**src/hw/rtl/cascaded_delta_codec_core_assert.svh**
```systemverilog
// Assertion macros for the cascaded delta codec RTL.
`ifndef CASCADED_DELTA_CODEC_CORE_ASSERT_SVH
`define CASCADED_DELTA_CODEC_CORE_ASSERT_SVH
`ifndef SYNTHESIS
`define CDC_ASSERT_NOW(lbl, ante, cons) \
  lbl: assert property (@(posedge clk) disable iff (!rst_n) (ante) |-> (cons)) \
    else $error("cdc assertion failed");
`define CDC_ASSERT_NEXT(lbl, ante, cons) \
  lbl: assert property (@(posedge clk) disable iff (!rst_n) (ante) |=> (cons)) \
    else $error("cdc assertion failed");
`else
`define CDC_ASSERT_NOW(lbl, ante, cons)
`define CDC_ASSERT_NEXT(lbl, ante, cons)
`endif
`endif

```
**src/hw/rtl/cdc_pkg.sv**
```systemverilog
// Types and constants of the cascaded delta codec.
package cdc_pkg;

  localparam int MAX_ORDER  = 8;
  localparam int SMP_W      = 16;
  localparam int FAIL_W     = 4;
  localparam int CFG_IDX_W  = 2;
  localparam int CFG_DATA_W = 4;

  localparam logic [FAIL_W-1:0] FAIL_NONE = '0;
  localparam logic [FAIL_W-1:0] FAIL_SAT  = 4'd15;

  localparam logic signed [SMP_W:0] DIFF_POS_LIM = 17'sd32767;
  localparam logic signed [SMP_W:0] DIFF_NEG_LIM = -17'sd32767;

  localparam logic [CFG_IDX_W-1:0] REG_DECODE_MODE = 2'd0;
  localparam logic [CFG_IDX_W-1:0] REG_ORDER       = 2'd1;

  // One sample request moving down the chain.
  typedef struct packed {
    logic                    vld;
    logic signed [SMP_W-1:0] smp;
    logic                    start;
    logic [FAIL_W-1:0]       fail;
  } cdc_flow_t;

endpackage

```
**src/hw/rtl/cdc_cell.sv**
```systemverilog
// One delta stage: holds its previous value and hands the sample on.
module cdc_cell
  import cdc_pkg::*;
(
  input  logic                clk,
  input  logic                rst_n,
  input  logic                adv,
  input  logic                en,
  input  logic                decode_mode,
  input  logic [FAIL_W-1:0]   stage_num,
  input  cdc_flow_t           flow_i,
  output cdc_flow_t           flow_o
);

  logic signed [SMP_W-1:0] prev_r;
  logic signed [SMP_W-1:0] prev_nxt;
  logic signed [SMP_W:0]   diff;
  logic                    ovf;
  logic                    active;
  cdc_flow_t               flow_r;
  cdc_flow_t               flow_nxt;

  assign active = flow_i.vld && en;
  assign diff   = {flow_i.smp[SMP_W-1], flow_i.smp} - {prev_r[SMP_W-1], prev_r};
  assign ovf    = (diff > DIFF_POS_LIM) || (diff < DIFF_NEG_LIM);

  always_comb begin
    flow_nxt = flow_i;
    prev_nxt = prev_r;
    if (active) begin
      if (flow_i.start) begin
        prev_nxt = flow_i.smp;
      end else if (decode_mode) begin
        flow_nxt.smp = flow_i.smp + prev_r;
        prev_nxt     = flow_nxt.smp;
      end else begin
        flow_nxt.smp = diff[SMP_W-1:0];
        prev_nxt     = flow_i.smp;
        // keep the first stage that overflowed for this request
        if (ovf && (flow_i.fail == FAIL_NONE)) begin
          flow_nxt.fail = stage_num;
        end
      end
    end
  end

  always_ff @(posedge clk) begin
    if (!rst_n) begin
      prev_r <= '0;
      flow_r <= '0;
    end else if (adv) begin
      prev_r <= prev_nxt;
      flow_r <= flow_nxt;
    end
  end

  assign flow_o = flow_r;

endmodule

```
**src/hw/rtl/cdc_out.sv**
```systemverilog
// Output register with per-block failure tracking.
`include "cascaded_delta_codec_core_assert.svh"
module cdc_out
  import cdc_pkg::*;
(
  input  logic              clk,
  input  logic              rst_n,
  input  logic              adv,
  input  cdc_flow_t         flow_i,
  output logic              out_vld,
  output logic [SMP_W-1:0]  out_smp,
  output logic [FAIL_W-1:0] out_fail
);

  logic [FAIL_W-1:0] blk_r;
  logic [FAIL_W-1:0] blk_nxt;
  logic              out_vld_r;
  logic [SMP_W-1:0]  out_smp_r;
  logic [FAIL_W-1:0] out_fail_r;

  // lowest nonzero stage number wins within a block
  always_comb begin
    if (flow_i.start || (blk_r == FAIL_NONE)) begin
      blk_nxt = flow_i.fail;
    end else if ((flow_i.fail != FAIL_NONE) && (flow_i.fail < blk_r)) begin
      blk_nxt = flow_i.fail;
    end else begin
      blk_nxt = blk_r;
    end
  end

  always_ff @(posedge clk) begin
    if (!rst_n) begin
      blk_r     <= FAIL_NONE;
      out_vld_r <= 1'b0;
    end else if (adv) begin
      out_vld_r <= flow_i.vld;
      if (flow_i.vld) begin
        blk_r <= blk_nxt;
      end
    end
  end

  always_ff @(posedge clk) begin
    if (adv && flow_i.vld) begin
      out_smp_r  <= flow_i.smp;
      out_fail_r <= blk_nxt;
    end
  end

  assign out_vld  = out_vld_r;
  assign out_smp  = out_smp_r;
  assign out_fail = out_fail_r;

  `CDC_ASSERT_NOW(a_fail_tracks_block, out_vld_r, out_fail_r == blk_r)
  `CDC_ASSERT_NEXT(a_start_resets_fail, adv && flow_i.vld && flow_i.start,
                   out_fail_r == $past(flow_i.fail))
  `CDC_ASSERT_NEXT(a_fail_never_rises,
                   adv && flow_i.vld && !flow_i.start && (blk_r != FAIL_NONE),
                   (blk_r != FAIL_NONE) && (blk_r <= $past(blk_r)))

endmodule

```
**src/hw/rtl/cascaded_delta_codec_core.sv**
```systemverilog
// Top level of the cascaded delta codec: config registers, cell chain, output.
//
//  port group | dir | payload
//  -----------+-----+-----------------------------------------------
//  in_        | in  | tdata: sample_in[15:0]; tuser: block_start
//  out_       | out | tdata: sample_out[15:0]; tuser: failed_stage
//  cfg_       | in  | index 0 decode_mode, index 1 order
//
// One sample per cycle sustained while the output is not stalled; the path holds
// MAX_ORDER + 1 registers, one per cell of the chain plus the output register.
// Every request walks all cells; cells past order pass it unchanged. The whole
// chain advances when the output register is empty or being taken. Reset
// clears all stage state and failure tracking; config is always ready.
module cascaded_delta_codec_core
  import cdc_pkg::*;
(
  input  logic                  clk,
  input  logic                  rst_n,
  input  logic                  in_tvalid,
  output logic                  in_tready,
  input  logic [15:0]           in_tdata,   // [15:0] sample_in
  input  logic [0:0]            in_tuser,   // [0] block_start
  output logic                  out_tvalid,
  input  logic                  out_tready,
  output logic [15:0]           out_tdata,  // [15:0] sample_out
  output logic [3:0]            out_tuser,  // [3:0] failed_stage
  input  logic                  cfg_valid,
  output logic                  cfg_ready,
  input  logic [CFG_IDX_W-1:0]  cfg_index,
  input  logic [CFG_DATA_W-1:0] cfg_data
);

  logic             decode_mode_r;
  logic [3:0]       order_r;
  logic             adv;
  logic             out_vld;
  cdc_flow_t        flow [0:MAX_ORDER];

  assign cfg_ready = 1'b1;

  always_ff @(posedge clk) begin
    if (!rst_n) begin
      decode_mode_r <= 1'b0;
      order_r       <= 4'd1;
    end else if (cfg_valid) begin
      unique case (cfg_index)
        REG_DECODE_MODE: decode_mode_r <= cfg_data[0];
        REG_ORDER:       order_r       <= cfg_data[3:0];
        default: ;
      endcase
    end
  end

  assign adv       = !out_vld || out_tready;
  assign in_tready = adv;

  assign flow[0].vld   = in_tvalid;
  assign flow[0].smp   = in_tdata[SMP_W-1:0];
  assign flow[0].start = in_tuser[0];
  assign flow[0].fail  = FAIL_NONE;

  for (genvar k = 0; k < MAX_ORDER; k++) begin : g_cell
    localparam logic [FAIL_W-1:0] NUM = (k + 1 > 15) ? FAIL_SAT : FAIL_W'(k + 1);
    logic en;
    assign en = order_r > 4'(k);

    cdc_cell u_cell (
      .clk         (clk),
      .rst_n       (rst_n),
      .adv         (adv),
      .en          (en),
      .decode_mode (decode_mode_r),
      .stage_num   (NUM),
      .flow_i      (flow[k]),
      .flow_o      (flow[k+1])
    );
  end

  cdc_out u_out (
    .clk      (clk),
    .rst_n    (rst_n),
    .adv      (adv),
    .flow_i   (flow[MAX_ORDER]),
    .out_vld  (out_vld),
    .out_smp  (out_tdata),
    .out_fail (out_tuser)
  );

  assign out_tvalid = out_vld;

endmodule

```
**config.mk**
```make
export PLATFORM = sky130hd
export DESIGN_NAME = cascaded_delta_codec_core
export DESIGN_NICKNAME = d
export VERILOG_FILES = /design/src/hw/rtl/cdc_pkg.sv /design/src/hw/rtl/cdc_cell.sv /design/src/hw/rtl/cdc_out.sv /design/src/hw/rtl/cascaded_delta_codec_core.sv
export VERILOG_INCLUDE_DIRS = /design/src /design/src/hw/rtl
export SDC_FILE = /design/constraint.sdc
export NUM_CORES = 1
export LEC_CHECK = 0
export BUFFER_PORTS_ARGS = -buffer_cell sky130_fd_sc_hd__buf_2
export CAP_MARGIN = 20
export CORE_AREA = 2 2 270 272
export DETAILED_ROUTE_END_ITERATION = 10
export DIE_AREA = 0 0 272 274
export MAX_ROUTING_LAYER = met4
export PLACE_DENSITY = 0.72
export SLEW_MARGIN = 20
export SYNTH_ARGS = -nofsm -noshare
export SYNTH_HDL_FRONTEND = slang
export SYNTH_HIERARCHICAL = 1
export SYNTH_SLANG_ARGS = --single-unit
```
**constraint.sdc**
```tcl
create_clock -name clk -period 2.7 [get_ports clk]
set_input_delay 0.135 -clock clk [delete_from_list [all_inputs] [get_ports clk]]
set_output_delay 0.135 -clock clk [all_outputs]
set_load 0.01 [all_outputs]
```
# Word level (Yosys, flattened, before mapping)
# Index checks and enable logic that the tools add are counted.
# totals
register_bits	334
inputBits	28
out_inout_bits	23
wordCells	211
# classes
n_addsub	16
n_lt_le_gt_ge	25
eq_ne	1
muxes	74
reduce_logical	49
# ops
cell	n
16-bit 2-to-1 mux	40
17-bit by 16-bit greater-than comparator with 1-bit output, second input constant	8
17-bit by 16-bit < comparator with 1-bit output, second input constant	8
16-bit by 16-bit subtractor with 17-bit output	8
4-bit 2-to-1 mux	33
16-bit adder	8
4-bit logical NOT	8
2-bit AND reduction	11
1-bit logical AND	17
4-bit by 3-bit greater-than comparator with 1-bit output, second input constant	4
1-bit logical OR	10
4-bit by 1-bit greater-than comparator with 1-bit output, second input constant	2
4-bit by 2-bit greater-than comparator with 1-bit output, second input constant	2
4-bit < comparator	1
4-bit nonzero test	1
2-bit by 1-bit == test with 1-bit output, second input constant	1
2-bit logical NOT	1
1-bit logical NOT	1
1-bit 2-to-1 mux	1

# Depth between registers and ports, before layout
# depth
depth_word	8
mapped_depth	11
ltp_nobuf	11

# Cells and area by module
# Netlist, hierarchy kept.
# by_module_without_submodules
module	instances	cells_per_inst	area_each_um2	seq_area_each_um2
cdc_cell at g_cell[0].u_cell ...	6	505	3861.2	760.7
cdc_cell at g_cell[2].u_cell	1	496	3776.1	760.7
cdc_cell at g_cell[7].u_cell	1	496	3667.3	760.7
cdc_out	1	69	1066.0	700.7
cascaded_delta_codec_core	1	37	309.0	100.1

# Least setup slack after synthesis
# OpenSTA, ideal clock, no wires.
# synth_path
kind	reg-to-reg
from	register g_cell[6].u_cell.flow_r, in the netlist g_cell[6].u_cell/flow_o[5]
to	register g_cell[7].u_cell.flow_r, in the netlist g_cell[7].u_cell/flow_o[3]
setup_time_ns	0.075
t_arrival_ns	2.715
required_time_ns	2.625
path_slack_ns	-0.091
path_stages_with_launch	12
n_path_buf	0
synth_period_minus_slack_ns	2.791
cell_sequence	dfxtp_1 > inv_1 > ha_1 > fa_1 > nand2b_1 > a211oi_2 > o21ai_2 > mux2i_1 > or4_1 > nor4_2 > a311oi_2 > o22ai_1
# synth_via
elab_chain_cells	8
word_cells_on_any_way	9
cone_classes	add/sub: 1; order compare: 2; mux: 4; reduce/logical: 2
# synth_lines
element	line_no	source
from (decl)	cdc_cell.sv:20	cdc_flow_t flow_r;
from (signal assigned)	cdc_cell.sv:53	flow_r <= flow_nxt;
16-bit by 16-bit subtractor with 17-bit output *	cdc_cell.sv:24	assign diff = {flow_i.smp[SMP_W-1], flow_i.smp} - {prev_r[SMP_W-1], prev_r};
17-bit by 16-bit greater-than comparator with 1-bit output or 17-bit by 16-bit < comparator with 1-bit output (tied branches)	cdc_cell.sv:25	assign ovf = (diff > DIFF_POS_LIM) || (diff < DIFF_NEG_LIM);
1-bit logical OR *	cdc_cell.sv:25	
1-bit logical AND *	cdc_cell.sv:40	if (ovf && (flow_i.fail == FAIL_NONE)) begin
4-bit 2-to-1 mux *	cdc_cell.sv:40	
4-bit 2-to-1 mux *	cdc_cell.sv:33	end else if (decode_mode) begin
4-bit 2-to-1 mux *	cdc_cell.sv:31	if (flow_i.start) begin
4-bit 2-to-1 mux *	cdc_cell.sv:30	if (active) begin
to (signal assigned)	cdc_cell.sv:53	
to (decl)	cdc_cell.sv:20	
# Mark *: on every way between the ends. The rest lies on a longest branch, timed or not.
# A chain may end at the register's enable or synchronous reset.

# Worst setup path after layout
# layout_path
from	register g_cell[4].u_cell.flow_r, in the netlist g_cell[4].u_cell/flow_o[5]
to	register g_cell[5].u_cell.flow_r, in the netlist g_cell[5].u_cell/flow_o[15]
# layout_via
elab_chain_cells	4
word_cells_on_any_way	5
cone_classes	add/sub: 2; mux: 3
# layout_lines
element	line_no
from (decl)	cdc_cell.sv:20
from (signal assigned)	cdc_cell.sv:53
16-bit by 16-bit subtractor with 17-bit output or 16-bit adder (tied branches)	cdc_cell.sv:24, cdc_cell.sv:34
16-bit 2-to-1 mux *	cdc_cell.sv:33
16-bit 2-to-1 mux *	cdc_cell.sv:31
16-bit 2-to-1 mux *	cdc_cell.sv:30
to (signal assigned)	cdc_cell.sv:53
to (decl)	cdc_cell.sv:20
# Marked as above.

==> results.toml <==
[timing]
fin_crit_sh = 1.069
layout_min_cycle_time_ns = 2.887
rsz0062_at_grt = "yes"
fin_worst_skew_ns = 0.02680
maxSlewHeadroom = 0.4494
slew_violations = 0
worst_pin_slew_ns = 0.8251
timing.fmax_mhz = 346.4
fin_ws_ns = -0.1866
finalSetupViolCount = 44
hold_violations = 0

[synth]
synth-compound-area-share = 0.3005
synth_edf_count = 20
syn_inst = 4128
synth_xor_area_frac = 0.06763
synth_flop_cell = "dfxtp_1"
ys_async_sr_fraction = 0
synthTopCellsByArea = "dfxtp_1, ha_1, xnor2_1"
synth.area.mux_share = 0.03869
synth_fa_ha_area_frac = 0.1082
synth_cell_types = 100
ys_seq_elements = 334
yosysWarnings = 6
syn-mean-instance-area_um2 = 7.748
syn_area_um2 = 31990
synth_top_area_cell = "dfxtp_1"
synthSimpleGateAreaFrac = 0.1963
seq_area_frac_synth = 0.2153
synth_top_family_by_area = "compound AO/OA/AOI/OAI gates"
synth.top_cell.area_share = 0.1965

[floorplan]
die_w_um = 272
die_h_um = 274
initial_core_util = 0.4444
num_io_pins = 51
coreArea_um2 = 71970
die_area_um2 = 74530
rows = 99

[grt]
antenna_found_initial = 0
first_global_vias = 31619
grt_pass1_wl_um = 165600
grtUsageTotal = 0.2776
grt_start_max_net_pins = 63
gr-total-overflow = 0

[cts]
clk_latency_ns = 0.59
cts_buffers = 43
clock-root-buffer = "clkbuf_16"
numClockSinks = 334
cts_tree = "yes"
htree_num_levels = 2
cts_buffer_depth = 3
clk_pin_slew_ns = 0.06

[worst_setup_path]
crit_fanout = 3
r2r_end = "g_cell[5].u_cell/flow_o[15]"
r2r_slack_ns = -0.19
start_kind = "flip-flop"
reg2reg_depth = 13
critPathRequiredTime_ns = 3.21
crit_type = "flip-flop to flip-flop"
cp-end-kind = "flip-flop"
r2r_start = "g_cell[4].u_cell/flow_o[5]"
arrival_ns = 3.40

[routing]
drtIter0Drc = 2594
via_per_inst = 5.871
routedWlPerCell_um = 18.66
wl_um = 106400
ant_nets = 0
via_count = 33469
route.detailed.drc = 0
first_pass_iters = 6

[power]
finalPower_mw = 15.77
combinationalPowerShare = 0.296
p_int_mw = 10.71
pwr-share-clk = 0.375
swShare = 0.3206
p_leak_nw = 17.30
power_per_cell_area_nw_per_um2 = 381.3
seq_power_share = 0.329
switchingPower_mw = 5.056
ir_worst_vdd_uv = 598.8

[finish]
layout.cells.non_filler = 5701
finalNetCount = 5006
layout_common_cells = "buf_4, nor2_1, nand2_1, dfxtp_1, a21oi_1"
diodes = 0
drive_gt1_frac = 0.2718
mostFrequentLayoutCell = "buf_4"
layout-area-overhead-vs-synth_pct = 29.30
n_fill_cell = 6302

[place]
port-buffer-count = 49
gp_congestion = 0.9710
placed_cells_incl_taps = 5536
dp.final_hpwl_um = 77660

[worst_hold_path]
hold_class = "input pin to flip-flop"
worstHoldStart = "in_tdata[9]"
hold_depth = 4
whs_endpoint = "g_cell[0].u_cell/prev_r[9]"

[run_status]
violations = "setup timing"
status = "complete, but fails checks"

[job]
drv_cap = 0
## power by group through the flow
stage               Clock [mW]  Sequential, mW  Combinational [mW]
finish                    5.91            5.19                4.67
global route              6.21            5.20                5.04
CTS                       6.01            5.19                4.31
detailed placement           0            5.29                4.08
global placement             0            5.29                4.05
floorplan                    0            5.27                2.79
## registers in the layout, indices dropped and copies added, names as in the netlist
name,cells
u_out/out_smp,16
u_out/blk_r,4
u_out/out_fail,4
decode_mode_r,1
u_out/out_vld,1
order_r,4
g_cell.u_cell/prev_r,128
g_cell.u_cell/flow_o,176
## synth_stat cells (20+ instances only)
| master | count |
|---|---|
| a21o_1 | 50 |
| a221oi_1 | 26 |
| o211ai_1 | 115 |
| o211a_1 | 55 |
| nor3_1 | 110 |
| dfxtp_1 | 314 |
| xor2_1 | 45 |
| o21ai_0 | 150 |
| nand4_1 | 23 |
| a32oi_1 | 38 |
| xnor2_1 | 202 |
| o21a_1 | 81 |
| mux2i_1 | 76 |
| a211o_1 | 34 |
| or2_2 | 21 |
| or3_1 | 24 |
| nand3_1 | 99 |
| o221ai_1 | 35 |
| o31ai_1 | 30 |
| inv_1 | 265 |
| a21oi_1 | 282 |
| nand2_1 | 281 |
| buf_4 | 32 |
| nor2_1 | 371 |
| o21ai_1 | 83 |
| a31oi_1 | 62 |
| mux2_2 | 31 |
| a211oi_1 | 86 |
| buf_1 | 47 |
| and3_1 | 23 |
| nor2b_1 | 46 |
| or4_1 | 22 |
| ha_1 | 251 |
| nor4_1 | 47 |
| nand2b_1 | 104 |
| a221o_1 | 21 |
| buf_2 | 42 |
| edfxtp_1 | 20 |
| clkbuf_1 | 142 |
## worst max-delay path, stage by stage, from the launching register on
cell and delay, ns:
dfxtp_4 0.37, ha_4 0.14, inv_2 0.03, fa_2 0.34, o21ba_4 0.21, or4_4 0.40, o211ai_1 0.20, a211oi_2 0.18
buf_4 0.18, buf_6 0.12, mux2i_1 0.21, xnor2_1 0.19, nand2_1 0.08, a31oi_1 0.16
## logic make-up (layout without fill, tap and decap cells)
logic type	count (synthesis)	count (layout)
XOR/XNOR	247	247
AND/OR/NAND/NOR	1266	1266
other	2	69
flip-flops	334	334
multiplexers	117	117
adder cells (fa/ha/maj)	267	267
AO/OA/AOI/OAI	1336	1336
buffers and inverters	559	1106
## how the worst max path moves through the flow
stage	from	endpoint	slack (ns)	depth (start not counted)
CTS	g_cell[5].u_cell/flow_o[5]	g_cell[6].u_cell/flow_o[1]	-0.13	10
floorplan	g_cell[0].u_cell/flow_o[5]	g_cell[1].u_cell/flow_o[17]	0.006	11
global placement	g_cell[5].u_cell/flow_o[5]	g_cell[6].u_cell/flow_o[1]	-0.17	10
detailed placement	g_cell[6].u_cell/flow_o[5]	g_cell[7].u_cell/flow_o[3]	-0.23	12
global route	g_cell[4].u_cell/flow_o[5]	g_cell[5].u_cell/flow_o[15]	-0.32	13
finish	g_cell[4].u_cell/flow_o[5]	g_cell[5].u_cell/flow_o[15]	-0.19	13
## final cells by class
class	instances	area, um2	area share
clock buffer	56	1145	0.02768
clock inverter	20	252.7	0.006111
inverter	287	1082	0.02617
multi-input combinational	3302	25060	0.6058
sequential	334	6975	0.1687
tap	959	1200	0.02901
timing repair buffer	743	5648	0.1366
## metrics by stage
stage	setup WS [ns]	hold slack, ns	util	TNS, ns	cell area [um2]
after global routing	-0.3151	0.03789	0.5747	-9.552	41360
final	-0.1866	0.02679	0.5747	-2.680	41360
after detailed placement	-0.2341	0.3942	0.5153	-6.632	37090
after floorplan	0.005755	0.2771	-	0	32260
after global placement	-0.1655	0.3918	0.5153	-4.498	37090
after CTS	-0.1319	0.003172	0.5534	-1.868	39820
## metal layers
layer	up-vias	wire (um)	track usage
met5	-	0	-
met4	0	3799	0.09485
met3	260	6159	0.03424
met2	1125	50800	0.4654
met1	15982	45610	0.3445
li1	16102	-	-
## timing repair
action | in CTS | in global routing
hold buffers | 19 | 0
endpoints found under the setup margin | 89 | 129
gates resized for setup | 198 | 253
setup buffers | 39 | 41
pin swaps | 170 | 202
endpoints found under the hold margin | 17 | 0
(Power assumes the default switching activity.)
